`src/rtl/tec_pkg.sv`:
```
// Shared types, codes and constants of the texture environment combiner.
`timescale 1ns / 1ps

package tec_pkg;

    // Channel slots in a packed ARGB word
    localparam int CH_A = 0;
    localparam int CH_R = 1;
    localparam int CH_G = 2;
    localparam int CH_B = 3;
    localparam int NUM_CH = 4;

    // Configuration port geometry
    localparam int CFG_IDX_W  = 3;
    localparam int CFG_DATA_W = 32;

    // Configuration register indexes
    localparam logic [CFG_IDX_W-1:0] CFG_ENV_MODE       = 3'd0;
    localparam logic [CFG_IDX_W-1:0] CFG_TEX_HAS_ALPHA  = 3'd1;
    localparam logic [CFG_IDX_W-1:0] CFG_CONSTANT_COLOR = 3'd2;
    localparam logic [CFG_IDX_W-1:0] CFG_COMB_COLOR_OP  = 3'd3;
    localparam logic [CFG_IDX_W-1:0] CFG_COMB_ALPHA_OP  = 3'd4;
    localparam logic [CFG_IDX_W-1:0] CFG_FIRST_ARG      = 3'd5;
    localparam logic [CFG_IDX_W-1:0] CFG_SECOND_ARG     = 3'd6;

    // Environment modes; 6 and 7 pass the texel through
    localparam logic [2:0] MODE_REPLACE  = 3'd0;
    localparam logic [2:0] MODE_MODULATE = 3'd1;
    localparam logic [2:0] MODE_DECAL    = 3'd2;
    localparam logic [2:0] MODE_ADD      = 3'd3;
    localparam logic [2:0] MODE_BLEND    = 3'd4;
    localparam logic [2:0] MODE_COMBINE  = 3'd5;

    // Combine argument sources; code 3 gives zero
    localparam logic [1:0] SRC_TEXTURE  = 2'd0;
    localparam logic [1:0] SRC_PRIMARY  = 2'd1;
    localparam logic [1:0] SRC_CONSTANT = 2'd2;

    // Combine colour operands; code 3 acts as the plain value
    localparam logic [1:0] COP_VALUE  = 2'd0;
    localparam logic [1:0] COP_INVERT = 2'd1;
    localparam logic [1:0] COP_ALPHA  = 2'd2;

    // Combine functions; code 3 keeps the texel
    localparam logic [1:0] OP_REPLACE  = 2'd0;
    localparam logic [1:0] OP_MODULATE = 2'd1;
    localparam logic [1:0] OP_ADD      = 2'd2;

    // Rounding bias of the divide-by-255 approximation
    localparam logic [16:0] MUL_BIAS = 17'd127;
    // Rounding bias of the 16-to-8 conversion
    localparam logic [16:0] CONV_BIAS = 17'd128;
    localparam logic [7:0]  CH_MAX = 8'd255;

    typedef logic [NUM_CH-1:0][7:0] t_argb;

    typedef struct packed {
        logic [2:0]  env_mode;
        logic        texture_has_alpha;
        logic [31:0] constant_color;
        logic [1:0]  combine_color_op;
        logic [1:0]  combine_alpha_op;
        logic [6:0]  first_arg_setup;
        logic [6:0]  second_arg_setup;
    } t_cfg;

    localparam t_cfg CFG_RESET = '{
        env_mode:          MODE_MODULATE,
        texture_has_alpha: 1'b1,
        constant_color:    32'd0,
        combine_color_op:  OP_MODULATE,
        combine_alpha_op:  OP_MODULATE,
        first_arg_setup:   7'd0,
        second_arg_setup:  7'd1
    };

    // Per-channel recipe: result = x0 or mul(x0,y0), optionally
    // saturating-added to x1 or mul(x1,y1).
    typedef struct packed {
        logic [7:0] x0;
        logic [7:0] y0;
        logic [7:0] x1;
        logic [7:0] y1;
        logic       mul0;
        logic       mul1;
        logic       sum;
    } t_lane_op;

    // Load enables of the lane pipeline registers
    typedef struct packed {
        logic s2;
        logic s3;
        logic s4;
    } t_stage_en;

endpackage

```
`src/rtl/tec_in_if.sv`:
```
// Fragment input channel: primary colour and texel with valid/ready.
`timescale 1ns / 1ps

interface tec_in_if;
    logic        valid;
    logic        ready;
    logic [15:0] primary_a;
    logic [15:0] primary_r;
    logic [15:0] primary_g;
    logic [15:0] primary_b;
    logic [7:0]  texel_a;
    logic [7:0]  texel_r;
    logic [7:0]  texel_g;
    logic [7:0]  texel_b;

    modport source (
        output valid, primary_a, primary_r, primary_g, primary_b,
               texel_a, texel_r, texel_g, texel_b,
        input  ready
    );
    modport sink (
        input  valid, primary_a, primary_r, primary_g, primary_b,
               texel_a, texel_r, texel_g, texel_b,
        output ready
    );
endinterface

```
`src/rtl/tec_out_if.sv`:
```
// Combined fragment output channel with valid/ready.
`timescale 1ns / 1ps

interface tec_out_if;
    logic       valid;
    logic       ready;
    logic [7:0] out_a;
    logic [7:0] out_r;
    logic [7:0] out_g;
    logic [7:0] out_b;

    modport source (
        output valid, out_a, out_r, out_g, out_b,
        input  ready
    );
    modport sink (
        input  valid, out_a, out_r, out_g, out_b,
        output ready
    );
endinterface

```
`src/rtl/texture_env_combiner_unit.sv`:
```
// Top level of the texture environment combiner pipeline.
`timescale 1ns / 1ps
//
// Texture environment combiner, one fragment per clock unless stalled.
// i_frag carries the primary colour (16-bit fixed point per channel) and the
// 8-bit ARGB texel; o_frag returns the combined 8-bit ARGB fragment. Both
// are valid/ready channels; a transfer happens when valid and ready are high.
// The configuration registers are written through i_cfg_we / i_cfg_idx /
// i_cfg_data, one register per cycle; the user must write them only while
// no fragment is in flight, as the block itself does not enforce this.
// The pipeline has four register stages (operand select, multiply, rounding,
// add). Throughput: one fragment per cycle while the receiver takes results,
// set by the four-stage pipeline; each lane holds two 8x8 multipliers.
// Reset clears all stage valid bits and loads the register defaults
// (modulate, RGBA texture, combine modulating texture by primary).
// When the receiver stalls, each stage holds its item; bubbles ahead of a
// stalled stage still fill, and i_frag.ready drops only once every stage
// holds an item.

module texture_env_combiner_unit (
    input  logic                             i_clk,
    input  logic                             i_rst_n,
    tec_in_if.sink                           i_frag,
    tec_out_if.source                        o_frag,
    input  logic                             i_cfg_we,
    input  logic [tec_pkg::CFG_IDX_W-1:0]    i_cfg_idx,
    input  logic [tec_pkg::CFG_DATA_W-1:0]   i_cfg_data
);

    // Configuration registers
    tec_pkg::t_cfg r_cfg;

    always_ff @(posedge i_clk) begin
        if (!i_rst_n) begin
            r_cfg <= tec_pkg::CFG_RESET;
        end else if (i_cfg_we) begin
            case (i_cfg_idx)
                tec_pkg::CFG_ENV_MODE:       r_cfg.env_mode          <= i_cfg_data[2:0];
                tec_pkg::CFG_TEX_HAS_ALPHA:  r_cfg.texture_has_alpha <= i_cfg_data[0];
                tec_pkg::CFG_CONSTANT_COLOR: r_cfg.constant_color    <= i_cfg_data[31:0];
                tec_pkg::CFG_COMB_COLOR_OP:  r_cfg.combine_color_op  <= i_cfg_data[1:0];
                tec_pkg::CFG_COMB_ALPHA_OP:  r_cfg.combine_alpha_op  <= i_cfg_data[1:0];
                tec_pkg::CFG_FIRST_ARG:      r_cfg.first_arg_setup   <= i_cfg_data[6:0];
                tec_pkg::CFG_SECOND_ARG:     r_cfg.second_arg_setup  <= i_cfg_data[6:0];
                default: begin
                end
            endcase
        end
    end

    // Stage enables: a stage loads when empty or when the next one moves
    logic              en1;
    tec_pkg::t_stage_en stage_en;
    logic              r_vld1;
    logic              r_vld2;
    logic              r_vld3;
    logic              r_vld4;

    assign stage_en.s4 = !r_vld4 || o_frag.ready;
    assign stage_en.s3 = !r_vld3 || stage_en.s4;
    assign stage_en.s2 = !r_vld2 || stage_en.s3;
    assign en1         = !r_vld1 || stage_en.s2;

    assign i_frag.ready = en1;

    always_ff @(posedge i_clk) begin
        if (!i_rst_n) begin
            r_vld1 <= 1'b0;
            r_vld2 <= 1'b0;
            r_vld3 <= 1'b0;
            r_vld4 <= 1'b0;
        end else begin
            if (en1)         r_vld1 <= i_frag.valid;
            if (stage_en.s2) r_vld2 <= r_vld1;
            if (stage_en.s3) r_vld3 <= r_vld2;
            if (stage_en.s4) r_vld4 <= r_vld3;
        end
    end

    // Stage 1: operand selection
    logic [tec_pkg::NUM_CH-1:0][15:0]        prim;
    tec_pkg::t_argb                          tex;
    tec_pkg::t_lane_op [tec_pkg::NUM_CH-1:0] n_ops;
    tec_pkg::t_lane_op [tec_pkg::NUM_CH-1:0] r_ops;

    assign prim[tec_pkg::CH_A] = i_frag.primary_a;
    assign prim[tec_pkg::CH_R] = i_frag.primary_r;
    assign prim[tec_pkg::CH_G] = i_frag.primary_g;
    assign prim[tec_pkg::CH_B] = i_frag.primary_b;
    assign tex[tec_pkg::CH_A]  = i_frag.texel_a;
    assign tex[tec_pkg::CH_R]  = i_frag.texel_r;
    assign tex[tec_pkg::CH_G]  = i_frag.texel_g;
    assign tex[tec_pkg::CH_B]  = i_frag.texel_b;

    tec_arg_select u_arg_select (
        .i_cfg  (r_cfg),
        .i_prim (prim),
        .i_tex  (tex),
        .o_ops  (n_ops)
    );

    always_ff @(posedge i_clk) begin
        if (en1) begin
            r_ops <= n_ops;
        end
    end

    // Stages 2 to 4: one lane per channel
    tec_pkg::t_argb lane_res;

    for (genvar g = 0; g < tec_pkg::NUM_CH; g++) begin : g_lane
        tec_lane u_lane (
            .i_clk (i_clk),
            .i_en  (stage_en),
            .i_op  (r_ops[g]),
            .o_res (lane_res[g])
        );
    end

    assign o_frag.valid = r_vld4;
    assign o_frag.out_a = lane_res[tec_pkg::CH_A];
    assign o_frag.out_r = lane_res[tec_pkg::CH_R];
    assign o_frag.out_g = lane_res[tec_pkg::CH_G];
    assign o_frag.out_b = lane_res[tec_pkg::CH_B];

endmodule

```
`src/rtl/tec_arg_select.sv`:
```
// Front stage logic: primary conversion and per-channel operand selection.
`timescale 1ns / 1ps

module tec_arg_select (
    input  tec_pkg::t_cfg                        i_cfg,
    input  logic [tec_pkg::NUM_CH-1:0][15:0]     i_prim,
    input  tec_pkg::t_argb                       i_tex,
    output tec_pkg::t_lane_op [tec_pkg::NUM_CH-1:0] o_ops
);

    // Round 16-bit fixed point to 8 bits, saturating
    function automatic logic [7:0] conv16(input logic [15:0] x);
        logic [16:0] s;
        begin
            s = {1'b0, x} + tec_pkg::CONV_BIAS;
            conv16 = s[16] ? tec_pkg::CH_MAX : s[15:8];
        end
    endfunction

    function automatic tec_pkg::t_argb pick_source(
        input logic [1:0]     sel,
        input tec_pkg::t_argb tex,
        input tec_pkg::t_argb prim,
        input tec_pkg::t_argb cst
    );
        begin
            case (sel)
                tec_pkg::SRC_TEXTURE:  pick_source = tex;
                tec_pkg::SRC_PRIMARY:  pick_source = prim;
                tec_pkg::SRC_CONSTANT: pick_source = cst;
                default:               pick_source = '0;
            endcase
        end
    endfunction

    function automatic tec_pkg::t_argb make_arg(
        input logic [6:0]     setup,
        input tec_pkg::t_argb tex,
        input tec_pkg::t_argb prim,
        input tec_pkg::t_argb cst
    );
        tec_pkg::t_argb csrc;
        tec_pkg::t_argb asrc;
        tec_pkg::t_argb res;
        begin
            csrc = pick_source(setup[1:0], tex, prim, cst);
            asrc = pick_source(setup[3:2], tex, prim, cst);
            for (int c = tec_pkg::CH_R; c <= tec_pkg::CH_B; c++) begin
                case (setup[5:4])
                    tec_pkg::COP_INVERT: res[c] = ~csrc[c];
                    tec_pkg::COP_ALPHA:  res[c] = csrc[tec_pkg::CH_A];
                    default:             res[c] = csrc[c];
                endcase
            end
            res[tec_pkg::CH_A] = setup[6] ? ~asrc[tec_pkg::CH_A] : asrc[tec_pkg::CH_A];
            make_arg = res;
        end
    endfunction

    // Recipe for one combine function on one channel
    function automatic tec_pkg::t_lane_op comb_op(
        input logic [1:0] op,
        input logic [7:0] x,
        input logic [7:0] y,
        input logic [7:0] keep
    );
        tec_pkg::t_lane_op r;
        begin
            r = '0;
            case (op)
                tec_pkg::OP_REPLACE: r.x0 = x;
                tec_pkg::OP_MODULATE: begin
                    r.x0   = x;
                    r.y0   = y;
                    r.mul0 = 1'b1;
                end
                tec_pkg::OP_ADD: begin
                    r.x0  = x;
                    r.x1  = y;
                    r.sum = 1'b1;
                end
                default: r.x0 = keep;
            endcase
            comb_op = r;
        end
    endfunction

    tec_pkg::t_argb prim8;
    tec_pkg::t_argb cst;
    tec_pkg::t_argb arg0;
    tec_pkg::t_argb arg1;

    // Primary colour to 8 bits, constant colour unpacked
    always_comb begin
        for (int c = 0; c < tec_pkg::NUM_CH; c++) begin
            prim8[c] = conv16(i_prim[c]);
        end
        cst[tec_pkg::CH_A] = i_cfg.constant_color[31:24];
        cst[tec_pkg::CH_R] = i_cfg.constant_color[23:16];
        cst[tec_pkg::CH_G] = i_cfg.constant_color[15:8];
        cst[tec_pkg::CH_B] = i_cfg.constant_color[7:0];
        arg0 = make_arg(i_cfg.first_arg_setup, i_tex, prim8, cst);
        arg1 = make_arg(i_cfg.second_arg_setup, i_tex, prim8, cst);
    end

    // Mode decode into per-channel recipes
    always_comb begin
        for (int c = 0; c < tec_pkg::NUM_CH; c++) begin
            o_ops[c]    = '0;
            o_ops[c].x0 = i_tex[c];
        end
        case (i_cfg.env_mode)
            tec_pkg::MODE_REPLACE: begin
                o_ops[tec_pkg::CH_A].x0 = i_cfg.texture_has_alpha ?
                    i_tex[tec_pkg::CH_A] : prim8[tec_pkg::CH_A];
            end
            tec_pkg::MODE_MODULATE: begin
                for (int c = 0; c < tec_pkg::NUM_CH; c++) begin
                    o_ops[c].x0   = prim8[c];
                    o_ops[c].y0   = i_tex[c];
                    o_ops[c].mul0 = 1'b1;
                end
            end
            tec_pkg::MODE_DECAL: begin
                for (int c = tec_pkg::CH_R; c <= tec_pkg::CH_B; c++) begin
                    o_ops[c].x0   = prim8[c];
                    o_ops[c].y0   = ~i_tex[tec_pkg::CH_A];
                    o_ops[c].mul0 = 1'b1;
                    o_ops[c].x1   = i_tex[c];
                    o_ops[c].y1   = i_tex[tec_pkg::CH_A];
                    o_ops[c].mul1 = 1'b1;
                    o_ops[c].sum  = 1'b1;
                end
                o_ops[tec_pkg::CH_A].x0 = prim8[tec_pkg::CH_A];
            end
            tec_pkg::MODE_ADD: begin
                for (int c = tec_pkg::CH_R; c <= tec_pkg::CH_B; c++) begin
                    o_ops[c].x0  = prim8[c];
                    o_ops[c].x1  = i_tex[c];
                    o_ops[c].sum = 1'b1;
                end
                o_ops[tec_pkg::CH_A].x0   = prim8[tec_pkg::CH_A];
                o_ops[tec_pkg::CH_A].y0   = i_tex[tec_pkg::CH_A];
                o_ops[tec_pkg::CH_A].mul0 = 1'b1;
            end
            tec_pkg::MODE_BLEND: begin
                for (int c = tec_pkg::CH_R; c <= tec_pkg::CH_B; c++) begin
                    o_ops[c].x0   = prim8[c];
                    o_ops[c].y0   = ~i_tex[c];
                    o_ops[c].mul0 = 1'b1;
                    o_ops[c].x1   = cst[c];
                    o_ops[c].y1   = i_tex[c];
                    o_ops[c].mul1 = 1'b1;
                    o_ops[c].sum  = 1'b1;
                end
                o_ops[tec_pkg::CH_A].x0   = prim8[tec_pkg::CH_A];
                o_ops[tec_pkg::CH_A].y0   = i_tex[tec_pkg::CH_A];
                o_ops[tec_pkg::CH_A].mul0 = 1'b1;
            end
            tec_pkg::MODE_COMBINE: begin
                for (int c = tec_pkg::CH_R; c <= tec_pkg::CH_B; c++) begin
                    o_ops[c] = comb_op(i_cfg.combine_color_op, arg0[c], arg1[c], i_tex[c]);
                end
                o_ops[tec_pkg::CH_A] = comb_op(i_cfg.combine_alpha_op,
                    arg0[tec_pkg::CH_A], arg1[tec_pkg::CH_A], i_tex[tec_pkg::CH_A]);
            end
            default: begin
                // reserved mode: texel passes through (set above)
            end
        endcase
    end

endmodule

```
`src/rtl/tec_lane.sv`:
```
// One channel datapath: multiply, round by 255, select term, saturating add.
`timescale 1ns / 1ps

module tec_lane (
    input  logic              i_clk,
    input  tec_pkg::t_stage_en i_en,
    input  tec_pkg::t_lane_op i_op,
    output logic [7:0]        o_res
);

    // Stage 2: raw products
    logic [15:0] r_p0;
    logic [15:0] r_p1;
    logic [7:0]  r_x0_s2;
    logic [7:0]  r_x1_s2;
    logic        r_mul0_s2;
    logic        r_mul1_s2;
    logic        r_sum_s2;

    always_ff @(posedge i_clk) begin
        if (i_en.s2) begin
            r_p0      <= i_op.x0 * i_op.y0;
            r_p1      <= i_op.x1 * i_op.y1;
            r_x0_s2   <= i_op.x0;
            r_x1_s2   <= i_op.x1;
            r_mul0_s2 <= i_op.mul0;
            r_mul1_s2 <= i_op.mul1;
            r_sum_s2  <= i_op.sum;
        end
    end

    // Stage 3: (p + p/256 + 127) / 256, then pick product or plain value
    logic [16:0] n_q0;
    logic [16:0] n_q1;
    logic [7:0]  r_t0;
    logic [7:0]  r_t1;
    logic        r_sum_s3;

    assign n_q0 = {1'b0, r_p0} + {9'd0, r_p0[15:8]} + tec_pkg::MUL_BIAS;
    assign n_q1 = {1'b0, r_p1} + {9'd0, r_p1[15:8]} + tec_pkg::MUL_BIAS;

    always_ff @(posedge i_clk) begin
        if (i_en.s3) begin
            r_t0     <= r_mul0_s2 ? n_q0[15:8] : r_x0_s2;
            r_t1     <= r_mul1_s2 ? n_q1[15:8] : r_x1_s2;
            r_sum_s3 <= r_sum_s2;
        end
    end

    // Stage 4: saturating add, or the first term alone, into the output register
    logic [8:0] n_s;
    logic [7:0] r_res;

    assign n_s = {1'b0, r_t0} + {1'b0, r_t1};

    always_ff @(posedge i_clk) begin
        if (i_en.s4) begin
            if (r_sum_s3) begin
                r_res <= n_s[8] ? tec_pkg::CH_MAX : n_s[7:0];
            end else begin
                r_res <= r_t0;
            end
        end
    end

    assign o_res = r_res;

endmodule

```
`src/flat_wrapper.sv`:
```
// flat-port wrapper written by rule: the top's interface ports become plain ports
module texture_env_combiner_unit_flat 
  (i_clk, i_rst_n, i_cfg_we, i_cfg_idx, i_cfg_data, i_frag_valid, i_frag_primary_a, i_frag_primary_r, i_frag_primary_g, i_frag_primary_b, i_frag_texel_a, i_frag_texel_r, i_frag_texel_g, i_frag_texel_b, i_frag_ready, o_frag_valid, o_frag_out_a, o_frag_out_r, o_frag_out_g, o_frag_out_b, o_frag_ready);
  tec_in_if i_frag_i ();
  tec_out_if o_frag_i ();
  input  logic i_clk;
  input  logic i_rst_n;
  input  logic i_cfg_we;
  input  logic [tec_pkg::CFG_IDX_W-1:0] i_cfg_idx;
  input  logic [tec_pkg::CFG_DATA_W-1:0] i_cfg_data;
  input wire logic [$bits(i_frag_i.valid)-1:0] i_frag_valid;
  input wire logic [$bits(i_frag_i.primary_a)-1:0] i_frag_primary_a;
  input wire logic [$bits(i_frag_i.primary_r)-1:0] i_frag_primary_r;
  input wire logic [$bits(i_frag_i.primary_g)-1:0] i_frag_primary_g;
  input wire logic [$bits(i_frag_i.primary_b)-1:0] i_frag_primary_b;
  input wire logic [$bits(i_frag_i.texel_a)-1:0] i_frag_texel_a;
  input wire logic [$bits(i_frag_i.texel_r)-1:0] i_frag_texel_r;
  input wire logic [$bits(i_frag_i.texel_g)-1:0] i_frag_texel_g;
  input wire logic [$bits(i_frag_i.texel_b)-1:0] i_frag_texel_b;
  output wire logic [$bits(i_frag_i.ready)-1:0] i_frag_ready;
  output wire logic [$bits(o_frag_i.valid)-1:0] o_frag_valid;
  output wire logic [$bits(o_frag_i.out_a)-1:0] o_frag_out_a;
  output wire logic [$bits(o_frag_i.out_r)-1:0] o_frag_out_r;
  output wire logic [$bits(o_frag_i.out_g)-1:0] o_frag_out_g;
  output wire logic [$bits(o_frag_i.out_b)-1:0] o_frag_out_b;
  input wire logic [$bits(o_frag_i.ready)-1:0] o_frag_ready;
  assign i_frag_i.valid = i_frag_valid;
  assign i_frag_i.primary_a = i_frag_primary_a;
  assign i_frag_i.primary_r = i_frag_primary_r;
  assign i_frag_i.primary_g = i_frag_primary_g;
  assign i_frag_i.primary_b = i_frag_primary_b;
  assign i_frag_i.texel_a = i_frag_texel_a;
  assign i_frag_i.texel_r = i_frag_texel_r;
  assign i_frag_i.texel_g = i_frag_texel_g;
  assign i_frag_i.texel_b = i_frag_texel_b;
  assign i_frag_ready = i_frag_i.ready;
  assign o_frag_valid = o_frag_i.valid;
  assign o_frag_out_a = o_frag_i.out_a;
  assign o_frag_out_r = o_frag_i.out_r;
  assign o_frag_out_g = o_frag_i.out_g;
  assign o_frag_out_b = o_frag_i.out_b;
  assign o_frag_i.ready = o_frag_ready;
  texture_env_combiner_unit u_core (.i_clk(i_clk), .i_rst_n(i_rst_n), .i_frag(i_frag_i), .o_frag(o_frag_i), .i_cfg_we(i_cfg_we), .i_cfg_idx(i_cfg_idx), .i_cfg_data(i_cfg_data));
endmodule
```
`config.mk`:
```
export PLATFORM = sky130hd
export DESIGN_NAME = texture_env_combiner_unit_flat
export DESIGN_NICKNAME = d
export VERILOG_FILES = /design/src/rtl/tec_pkg.sv /design/src/rtl/tec_in_if.sv /design/src/rtl/tec_out_if.sv /design/src/rtl/texture_env_combiner_unit.sv /design/src/rtl/tec_arg_select.sv /design/src/rtl/tec_lane.sv /design/src/flat_wrapper.sv
export SDC_FILE = /design/constraint.sdc
export NUM_CORES = 2
export LEC_CHECK = 0
export ABC_AREA = 1
export BUFFER_PORTS_ARGS = -buffer_cell sky130_fd_sc_hd__buf_2
export CAP_MARGIN = 5
export CORE_ASPECT_RATIO = 1.5
export CORE_UTILIZATION = 50
export DETAILED_ROUTE_END_ITERATION = 8
export GPL_TIMING_DRIVEN = 1
export PLACE_DENSITY = 0.64
export SLEW_MARGIN = 20
export SYNTH_ARGS = -nofsm -noshare
export SYNTH_HDL_FRONTEND = slang
export SYNTH_SLANG_ARGS = --single-unit
```
`constraint.sdc`:
```
create_clock -name i_clk -period 7.9 [get_ports i_clk]
set_input_delay 0.79 -clock i_clk [delete_from_list [all_inputs] [get_ports i_clk]]
set_output_delay 0.79 -clock i_clk [all_outputs]
set_load 0.01 [all_outputs]
```
# [After elaboration in Yosys (flattened, before gate mapping)]
# Index checks and enable logic that the tools add are counted.
[word_totals] ff_bits=488 in_bits=136 output_inout_bits=34
[classes] multipliers=8 bitwise_logic=12 muxes=66 eq_ne=27 n_addsub=24 n_reduce_logical=32
[ops] cell="$mux W8" count=34
[ops] cell="$pmux W8 S2" count=13
[ops] cell="$pmux W32 S3" count=2
[ops] cell="$pmux W8 S3" count=6
[ops] cell="$add A16 B7 Y16 const B" count=8
[ops] cell="$add A16 B8 Y16" count=8
[ops] cell="$mul A8 B8 Y16" count=8
[ops] cell="$not A8 Y8" count=12
[ops] cell="$pmux W8 S4" count=3
[ops] cell="$add A16 B8 Y17 const B" count=4
[ops] cell="$add A8 B8 Y9" count=4
[ops] cell="$eq A2 B1 Y1 const B" count=8
[ops] cell="$eq A2 B2 Y1 const B" count=8
[ops] cell="$reduce_and A2 Y1" count=8
[ops] cell="$eq A3 B3 Y1 const B" count=5
[ops] cell="$reduce_or A3 Y1" count=5
[ops] cell="$eq A3 B2 Y1 const B" count=4
[ops] cell="$logic_not A2 Y1" count=6
[ops] cell="$eq A3 B1 Y1 const B" count=2
[ops] cell="$logic_not A3 Y1" count=2
[ops] cell="$pmux W1 S2" count=3
[ops] cell="$mux W1" count=5
[ops] cell="$logic_not A1 Y1" count=4
[ops] cell="$logic_or A1 B1 Y1" count=4
[ops] cell="other kinds (2)" count=3

# [Longest topological paths before layout]
[logic_depth] ltp_word=7 ltp_mapped=20 ltp_nobuf=19

# [Modules after synthesis]
# Synthesis repeated with hierarchy kept, for this count alone.
[unflattened] cells_unflattened=6469 hier_area_um2=48635.4
[modules_own_cells] mod="tec_lane (u_core.g_lane[2].u_lane)" area_each_um2=9006.1 n_inst=1 seq_area_each_um2=2282.2 cells_per_inst=1186
[modules_own_cells] mod="tec_lane (u_core.g_lane[1].u_lane)" area_each_um2=8988.6 n_inst=1 seq_area_each_um2=2282.2 cells_per_inst=1176
[modules_own_cells] mod="tec_lane (u_core.g_lane[3].u_lane)" area_each_um2=8982.4 n_inst=1 seq_area_each_um2=2282.2 cells_per_inst=1172
[modules_own_cells] mod="tec_lane (u_core.g_lane[0].u_lane)" area_each_um2=8977.4 n_inst=1 seq_area_each_um2=2282.2 cells_per_inst=1181
[modules_own_cells] mod="tec_arg_select" area_each_um2=6393.6 n_inst=1 seq_area_each_um2=0.0 cells_per_inst=1343
[modules_own_cells] mod="texture_env_combiner_unit" area_each_um2=6287.3 n_inst=1 seq_area_each_um2=5365.1 cells_per_inst=411

# [Least setup slack after synthesis]
# OpenSTA, ideal clock, no wires.
[synth_timing] path_type="input port to flip-flop" start="in o_frag_ready" end="reg u_core.g_lane[0].u_lane.r_mul0_s2 (enable)" n_path_buf=0 arrival_ns=6.681 cell_stages=6 setup_slack_ns=0.686 path_cell_list="nor2_1 -> inv_1 -> nor2_1 -> inv_1 -> nor2_1 -> inv_1"
[synth_rtl] item="from (decl)" line="flat_wrapper.sv:26" text="input wire logic [$bits(o_frag_i.ready)-1:0] o_frag_ready;"
[synth_rtl] item="to (signal assigned)" line="tec_lane.sv:26" text="r_mul0_s2 <= i_op.mul0;"
[synth_rtl] item="to (decl)" line="tec_lane.sv:16" text="logic r_mul0_s2;"

# [Worst setup path after layout]
[layout_timing] start="reg u_core.r_ops[49] in the netlist's numbering" end="reg u_core.g_lane[1].u_lane.r_p1[13] (data pin)"
[layout_between] elab_chain_cells=1
[layout_rtl] item="from (decl)" line="texture_env_combiner_unit.sv:84" text="tec_pkg::t_lane_op [tec_pkg::NUM_CH-1:0] r_ops;"
[layout_rtl] item="from (signal assigned)" line="texture_env_combiner_unit.sv:104" text="r_ops <= n_ops;"
[layout_rtl] item="$mul A8 B8 Y16" line="tec_lane.sv:23" text="r_p1 <= i_op.x1 * i_op.y1;"
[layout_rtl] item="to (signal assigned)" line="tec_lane.sv:23"
[layout_rtl] item="to (decl)" line="tec_lane.sv:13" text="logic [15:0] r_p1;"
# Every way passes these cells.
# A chain may end at the register's enable or synchronous reset.

==> flow_summary.toml <==
[sta]
min_period_over_period_pct = 57.67
setup_violations = 0
maxSlewViolCount = 0
worstMarginPinSlew_ns = 1.122
finalHoldWorstSlack_ns = 0.3839
clock_skew_ns = 0.04579
rsz0062_at_grt = "false"
max_freq_ghz = 0.2195
hold_viol = 0
slew_headroom_pct = 25.05
tns_ns = 0
period_minus_slack_ns = 4.556

[logic_synthesis]
async_reset_ff_share_pct = 0
synth_cells = 5157
ys_ff_latch = 462
syn_nets = 5942
ys_seq_area_share_pct = 32.08
synth.yosys.warnings = 0
synthFlopType = "edfxtp_1"
syn_avg_cell_area_um2 = 8.036
synth.distinct_cells = 55
netlist_area_um2 = 41440
synth_edf_count = 404

[cts]
clockBufferDepth = 3
cts_tree = "done"
cts_hold_buf = 0
ctsResizeCount = 0
cts.clk_slew.worst_paths_ns = 0.07
cts_setup_buffers = 0
cts.sink_count = 462
cts_max_level = 2
insertion_delay_ns = 0.63
ctsRootBufferMaster = "clkbuf_16"
numCtsBuffers = 47

[cells_and_area]
fillCellCount = 7788
fin_util_pct = 54.28
drive_gt1_share_pct = 6.440
nets = 5948
synthToLayoutAreaGrowth_pct = 6.978

[floorplanning]
fp-row-count = 128
io_pins = 170
fp.dieH_um = 354.6
die_w_um = 237.1
core_area_um2 = 81680
start_util_pct = 50.74
die_area_um2 = 84060

[global_routing]
gr-usage-all-layers_pct = 26.47
grt_max_degree = 109
grt_pass1_vias = 33380
antenna_found_initial = 12
grt_pass1_wl_mm = 174.4
overflow = 0

[power]
peakVddDrop_v = 0.0001652
leakage_nw = 24.04
cellPowerDensity_nw_per_um2 = 232.1

[placement]
port_buffers = 141
place_hpwl_mm = 84.72
routabilityCongestion = 0.9693

[setup_path]
start_kind = "register"
critical-path-max-stage-delay_ns = 0.58
worstPathArrival_ns = 4.90
worstPathCellList = "nand2_1 > inv_1 > fa_1 > fa_1 > inv_1 > fa_1 > fa_1 > inv_1 > ha_1 > nand2_1 > nor2_1 > a211oi_1 > o21bai_1 > a31oi_1 > xnor2_1"
reg2reg_depth = 15
critPathMaxFanout = 9
cpMostUsedCell = "fa_1"
crit_type = "reg2reg"
slowest_stage = "edfxtp_1"
cp.required_ns = 8.25
cp-end-kind = "register"

[route]
drc = 0
avgRoutedWirePerCell_um = 17.60
firstDrtPassIters = 6
vias = 33560
wl_mm = 110.0
ant_nets = 0
viasPerCell = 5.372
drtIter0Drc = 2566

[min_path]
worstHoldPathCells = 3
hold_path_class = "in2reg"

[job]
cap_violations = 0

[outcome]
status = "completed"
## cells in the final DEF (no fill, tap or decap), types with 14 or more instances in the layout
cell and count:
buf_2 141, nand2_1 1168, a31oi_1 29, o21ai_0 203, xor2_1 83, a21oi_1 295
nand4_1 40, o21ai_1 36, buf_4 22, o22ai_1 76, nand3_1 272, nand3b_1 14
edfxtp_1 404, inv_1 1174, xnor2_1 41, a21oi_2 15, a211oi_1 17, fa_1 256
clkinv_1 17, o2111ai_1 15, clkbuf_16 47, ha_1 393, nand3_2 35, nor2_1 209
dfxtp_1 58
## where the power goes
part	total (mW)	leakage, nW	internal [mW]	switching (mW)
combinational	4.47	18.2	1.73	2.74
sequential	3.55	5.12	3.25	0.298
clock	2.27	0.741	1.26	1.01
## logic make-up after synthesis
logic type	after synthesis	synth area share [%]
adders and majority gates	649	24.23
AOI/OAI and AO/OA	730	9.828
xor gates and xnor gates	124	2.621
buffers and inverters	1404	12.97
DFF	462	32.08
and+or+nand+nor	1788	18.27
## state kept, by name, summed over array words and instances (netlist names), 2 cells and up
register,count
u_core.r_cfg,54
u_core.g_lane.u_lane.r_t0,32
u_core.r_ops,125
u_core.g_lane.u_lane.r_mul0_s2,2
u_core.g_lane.u_lane.o_res,32
u_core.g_lane.u_lane.r_t1,32
u_core.g_lane.u_lane.r_p1,48
u_core.g_lane.u_lane.r_x1_s2,32
u_core.g_lane.u_lane.r_sum_s2,2
u_core.g_lane.u_lane.r_sum_s3,2
u_core.g_lane.u_lane.r_x0_s2,32
u_core.g_lane.u_lane.r_p0,64
## area by class of cell
cell class / instances / area (µm²) / area share (%)
antenna: 5 / 12.51 / 0.02822
clock buffer: 54 / 1222 / 2.757
clock inverter: 34 / 317.8 / 0.7169
inverter: 1197 / 4498 / 10.15
multi-input combinational: 3291 / 22800 / 51.42
sequential: 462 / 13290 / 29.98
tap: 1040 / 1301 / 2.935
timing repair buffer: 164 / 890.9 / 2.010
## worst paths after layout
kind | start | slack [ns] | end
setup / recovery | u_core.r_ops[49] | 3.34 | u_core.g_lane[1].u_lane.r_p1[13]
hold / removal | i_cfg_data[21] | 0.38 | u_core.r_cfg[39]
setup reg to reg | u_core.r_ops[49] | 3.34 | u_core.g_lane[1].u_lane.r_p1[13]
hold reg to reg | u_core.g_lane[1].u_lane.r_sum_s2 | 0.42 | u_core.g_lane[1].u_lane.r_sum_s3
## metal layers
metal	up-vias	global-route usage, %	wire [µm]	part of all wire [%]
met5	-	0	68	0.062
met1	15690	31.08	42160	38
met4	10	14.10	6183	5.6
met3	352	4.129	7661	7.0
met2	1163	46.39	53880	49
li1	16340	-	-	-
## stage by stage
stage                     area (µm²)  power [mW]  worst slack, ns  cells
final                          44330       10.29            3.344   6247
after global placement         42780       8.002            3.409   6154
after detailed placement       42780       8.082            3.362   6154
after floorplan                41440       6.847           0.6856   5157
after CTS                      44320       10.39            3.351   6242
after global routing           44330       11.17            3.066   6245
## critical path: cells and delay by family (launching register included)
family                   cells  cell delay [ns]
adder cells (fa/ha/maj)      5             2.25
AO/OA/AOI/OAI                3             0.95
flip-flops                   1             0.58
AND/OR/NAND/NOR              3             0.28
buffers and inverters        3             0.15
XOR/XNOR                     1             0.08
## synthesized netlist by cell type (35+ instances only)
master,count,share of area (%)
edfxtp_1,404,29
xor2_1,83,1.8
nand3_2,35,0.85
o22ai_1,76,1.1
o21ai_0,203,2.5
clkbuf_1,162,1.5
xnor2_1,41,0.87
o21ai_1,36,0.43
ha_1,393,12
nor2_1,211,1.9
nand2_1,1169,11
nand4_1,40,0.60
a21oi_1,295,3.6
dfxtp_1,58,2.8
fa_1,256,12
nand3_1,272,3.3
inv_1,1177,11
No activity file was read; power rests on OpenSTA's default activity.
